File: src/rtl/mktm_pkg.sv
`timescale 1ns / 1ps

package mktm_pkg;

	localparam int DefMaxKeys = 128;

	localparam int KeyW    = 32;
	localparam int OffW    = 16;
	localparam int ModeW   = 32;
	localparam int IdxOutW = 7;
	localparam int CntOutW = 8;

	// s_axis_tdata: key_value, mask_value, byte_offset, offset_mode (112 bits)
	localparam int InDataW = 112;
	// s_axis_tuser: start_new, width_sel
	localparam int InUserW = 3;
	// m_axis_tdata: entry_index, entry_data, entry_bits, key_count, pad (80 bits)
	localparam int OutDataW = 80;
	// m_axis_tuser: status
	localparam int OutUserW = 3;

	typedef enum logic [1:0] {
		WSEL_RAW32  = 2'd0,
		WSEL_HOST32 = 2'd1,
		WSEL_16     = 2'd2,
		WSEL_8      = 2'd3
	} wsel_t;

	typedef enum logic [2:0] {
		ST_MERGED     = 3'd0,
		ST_APPENDED   = 3'd1,
		ST_CONFLICT   = 3'd2,
		ST_FULL       = 3'd3,
		ST_MISALIGNED = 3'd4,
		ST_TOO_WIDE   = 3'd5
	} status_t;

	typedef enum logic [1:0] {
		S_IDLE,
		S_SCAN,
		S_RESOLVE
	} fsm_state_t;

	typedef struct packed {
		logic             start_new;
		wsel_t            width_sel;
		logic [KeyW-1:0]  key_value;
		logic [KeyW-1:0]  mask_value;
		logic [OffW-1:0]  byte_offset;
		logic [ModeW-1:0] offset_mode;
	} in_item_t;

	typedef struct packed {
		status_t             status;
		logic [IdxOutW-1:0]  entry_index;
		logic [KeyW-1:0]     entry_data;
		logic [KeyW-1:0]     entry_bits;
		logic [CntOutW-1:0]  key_count;
	} out_item_t;

	// controller -> datapath
	typedef struct packed {
		logic load;
		logic scan;
		logic resolve;
	} dp_cmd_t;

	// datapath -> controller
	typedef struct packed {
		logic scan_done;
	} dp_sts_t;

	function automatic logic [KeyW-1:0] swap32(input logic [KeyW-1:0] v);
		return {v[7:0], v[15:8], v[23:16], v[31:24]};
	endfunction

endpackage

File: src/rtl/mktm_ctrl.sv
`timescale 1ns / 1ps

module mktm_ctrl (
	input  logic              clk,
	input  logic              arst_n,
	input  logic              in_valid,
	output logic              in_ready,
	output logic              out_valid,
	input  logic              out_ready,
	output mktm_pkg::dp_cmd_t cmd,
	input  mktm_pkg::dp_sts_t sts
);
	import mktm_pkg::*;

	fsm_state_t state_q, state_nxt;
	logic       out_valid_q;
	logic       accept;
	logic       resolve_go;

	assign accept     = in_valid && (state_q == S_IDLE);
	assign resolve_go = (state_q == S_RESOLVE) && (!out_valid_q || out_ready);

	always_comb begin
		state_nxt = state_q;
		case (state_q)
			S_IDLE: begin
				if (accept) state_nxt = S_SCAN;
			end
			S_SCAN: begin
				if (sts.scan_done) state_nxt = S_RESOLVE;
			end
			S_RESOLVE: begin
				if (resolve_go) state_nxt = S_IDLE;
			end
			default: state_nxt = S_IDLE;
		endcase
	end

	always_comb begin
		in_ready    = (state_q == S_IDLE);
		cmd.load    = accept;
		cmd.scan    = (state_q == S_SCAN);
		cmd.resolve = resolve_go;
		out_valid   = out_valid_q;
	end

	always_ff @(posedge clk or negedge arst_n) begin
		if (!arst_n) begin
			state_q     <= S_IDLE;
			out_valid_q <= 1'b0;
		end else begin
			state_q <= state_nxt;
			if (resolve_go)     out_valid_q <= 1'b1;
			else if (out_ready) out_valid_q <= 1'b0;
		end
	end

endmodule

File: config.mk
export PLATFORM = sky130hd
export DESIGN_NAME = mktm_ctrl
export DESIGN_NICKNAME = d
export VERILOG_FILES = /design/src/rtl/mktm_pkg.sv /design/src/rtl/mktm_ctrl.sv
export SDC_FILE = /design/constraint.sdc
export NUM_CORES = 1
export LEC_CHECK = 0
export BUFFER_PORTS_ARGS = -buffer_cell sky130_fd_sc_hd__buf_2
export CAP_MARGIN = 5
export CORE_AREA = 2 2 39 41
export CTS_BUF_LIST = sky130_fd_sc_hd__clkbuf_2 sky130_fd_sc_hd__clkbuf_4 sky130_fd_sc_hd__clkbuf_8
export CTS_CLUSTER_DIAMETER = 150
export DETAILED_ROUTE_END_ITERATION = 8
export DIE_AREA = 0 0 41 43
export GPL_TIMING_DRIVEN = 1
export PLACE_DENSITY = 0.43
export REMOVE_ABC_BUFFERS = 1
export SKIP_CTS_REPAIR_TIMING = 1
export SLEW_MARGIN = 20
export SYNTH_ARGS = -nofsm -noshare
export SYNTH_HDL_FRONTEND = slang
export SYNTH_SLANG_ARGS = --single-unit
File: constraint.sdc
create_clock -name clk -period 1.7 [get_ports clk]
set_input_delay 0.255 -clock clk [delete_from_list [all_inputs] [get_ports clk]]
set_output_delay 0.255 -clock clk [all_outputs]
set_load 0.01 [all_outputs]
==> results_dict.tcl <==
set metrics [dict create \
    cts.reportedPaths.clkPinSlew_ns 0.04 \
    vias 151 \
    seqCellArea_um2 75.1 \
    yosys_most_used_dff "sky130_fd_sc_hd__dfrtp_1" \
    worstPathBufferInverterCount 1 \
    crit_path_end_kind "output port" \
    final_cell_area_excluding_filler_cells_um2 259 \
    combinational_group_share_of_total_power 0.373 \
    synthDominantAreaCellType "sky130_fd_sc_hd__dfrtp_1" \
    power.leakage_nw 0.134 \
    drtPass1Iterations 4 \
    synthArstFlopShare 1.00 \
    routed_wire_length_per_instance_um 8.58 \
    peakVddDrop_v 0.000364 \
    grt_start_max_net_pins 7 \
    power.share.clock 0.309 \
    finalHoldViolations 0 \
    rows 14 \
    die_h_um 43 \
    place_congestion 0.668 \
    cts_inserted_buffers 3 \
    global_route.usage.total 0.0523 \
    drt_first_iter_violations 5 \
    fin_skew_ns 0.00251 \
    multi_input_area_um2 71.3 \
    postSynthCellCount 17 \
    totalWireLength_um 386 \
    edff_count_synth 0 \
    synth.lib_cells_used.distinct 12 \
    port_buffers 9 \
    number_of_buffers_between_clock_root_and_the_deepest_sink 2 \
    global_route_wire_length_before_repair_um 510 \
    die_area_um2 1760 \
    cts.htree.levels 1 \
    worst_ep_arrival_time_ns 1.07 \
    finalSetupViolations 0 \
    yosysWarnings 0 \
    pwr-share-seq 0.318 \
    net_count_final 35 \
    cts_num_sinks 3 \
    power_switching_share 0.357 \
    start_util 0.122 \
    avgViaCountPerCell 3.36 \
    fillers 160 \
    hold_class "in2reg" \
    critPathLaunchType "flop" \
    synth.top_cells.by_count "sky130_fd_sc_hd__dfrtp_1, sky130_fd_sc_hd__buf_4, sky130_fd_sc_hd__inv_1, sky130_fd_sc_hd__nor2_1" \
    clk_latency_ns 0.23 \
    critical_path.top_delay_family "flip-flops" \
    seq_area_frac_synth 0.444 \
    gr-total-overflow 0 \
    slowest_stage "sky130_fd_sc_hd__dfrtp_1" \
    grt_antenna_before_repair 0 \
    critical_path_required_ns 1.44 \
    postRouteAntennaNets 0 \
    setup.worst_path.class "reg2out" \
    post_synth_instance_area_um2 169 \
    synth_area_leaders "sky130_fd_sc_hd__dfrtp_1, sky130_fd_sc_hd__buf_4, sky130_fd_sc_hd__nand2b_4, sky130_fd_sc_hd__o31ai_2, sky130_fd_sc_hd__a211oi_1" \
    core-area_um2 1380 \
    max_freq_mhz 755 \
    placed_area_um2 219 \
    ratio_of_cells_with_drive_above_1_in_the_final_layout 0.517 \
    synth.top_cell.area_share 0.444 \
    flow.area_growth_from_synthesis_pct 53.3 \
    timing.max_cap.violations 0 \
    run_status "finished, final reports clean" \
    grt_setup_unrepaired "no" \
    path_cells "nand2b_4, a21oi_1, buf_2" \
    max_slew.worst_pin.slew_ns 0.196 \
    insertedDiodeCount 0 \
    cts_root_buffer "sky130_fd_sc_hd__clkbuf_4" \
    post-route-worst-setup-slack_ns 0.375 \
    cpPeakStageDelay_ns 0.42 \
    post-route-period-util 0.779 \
    min_period_ns 1.32 \
    tritoncts "done" \
    worst_slew_margin_rel 0.869 \
    io_pins 10 \
    detailed_place_hpwl_um 302 \
    total_switching_power_mw 0.164 \
    drc_errors 0 \
    power.density_cell_area_nw_per_um2 1770 \
    syn_area_per_cell_um2 9.94 \
    setup_total_negative_slack_ns 0 \
    dieWidth_um 41 \
    synth_most_common_cell "sky130_fd_sc_hd__dfrtp_1" \
    slew_viol_final 0 \
    largest_fanout_on_the_critical_path 6 \
    power.internal_mw 0.295 \
    grt_pass1_vias 121 \
    place_ws_ns 0.631 \
    ys_seq_elements 3 \
]
-- placed cells by master, fill, tap and decap left out --
master / netlist / layout
sky130_fd_sc_hd__nor2_1: 2 / 2
sky130_fd_sc_hd__dlygate4sd3_1: 0 / 1
sky130_fd_sc_hd__a211oi_1: 1 / 1
sky130_fd_sc_hd__and2_1: 1 / 1
sky130_fd_sc_hd__nand2b_4: 1 / 1
sky130_fd_sc_hd__o21ai_0: 1 / 1
sky130_fd_sc_hd__o31ai_2: 1 / 1
sky130_fd_sc_hd__nand3b_1: 1 / 1
sky130_fd_sc_hd__buf_2: 0 / 9
sky130_fd_sc_hd__nor2b_1: 1 / 1
sky130_fd_sc_hd__clkbuf_4: 0 / 4
sky130_fd_sc_hd__inv_1: 2 / 2
sky130_fd_sc_hd__dfrtp_1: 3 / 3
sky130_fd_sc_hd__a21oi_1: 1 / 1
-- state kept, by name, indices dropped and copies added (netlist names) --
name,count
state_q,2
out_valid,1
-- cell families (layout without fill, tap and decap cells) --
family | count (synthesis) | after routing | synth area share
and+or+nand+nor | 6 | 6 | 0.245
AOI/OAI and AO/OA | 4 | 4 | 0.178
buffers and inverters | 4 | 16 | 0.133
DFF | 3 | 3 | 0.444
-- power by group through the flow --
stage	Clock [mW]	Sequential [mW]	Combinational, mW
6_report	0.142	0.146	0.171
5_1_grt	0.155	0.152	0.190
4_1_cts	0.149	0.146	0.172
3_5_place_dp	0	0.146	0.172
3_3_place_gp	0	0.145	0.170
2_1_floorplan	0	0.142	0.103
-- cell type report --
type | count | share of cell area
repair buffers | 10 | 0.213
multi-input cells | 10 | 0.275
well taps | 16 | 0.0773
clock buffers | 4 | 0.116
flip-flops and latches | 3 | 0.290
inverters | 2 | 0.0290
-- metal layers --
metal  vias to the layer above  part of all wire  GRT usage
met3                         0              0.18     0.0628
met2                        12              0.26     0.0344
met4                         0                 0     0.0400
met1                        60              0.55     0.0744
li1                         79                 -          -
met5                         -                 0          0
-- stage by stage --
stage	total power, mW	hold WS (ns)	instances	util
2_1_floorplan	0.245	-0.0406	15	-
6_report	0.460	0.210	45	0.187
5_1_grt	0.497	0.207	45	0.187
4_1_cts	0.467	-0.200	44	0.180
3_5_place_dp	0.318	0.0543	40	0.158
3_3_place_gp	0.316	0.0542	40	0.158
-- path summary, 6_finish.rpt --
check                      slack [ns]       start         end  depth (start not counted)
max                              0.38  state_q[0]      cmd[0]                          3
min                              0.21         sts  state_q[0]                          2
max reg2reg                      0.86  state_q[0]  state_q[1]                          2
min reg2reg                      0.54  state_q[1]  state_q[0]                          1
max in group asynchronous        1.24      arst_n   out_valid                          2
min in group asynchronous        0.35      arst_n  state_q[0]                          2
(Power assumes the default switching activity.)
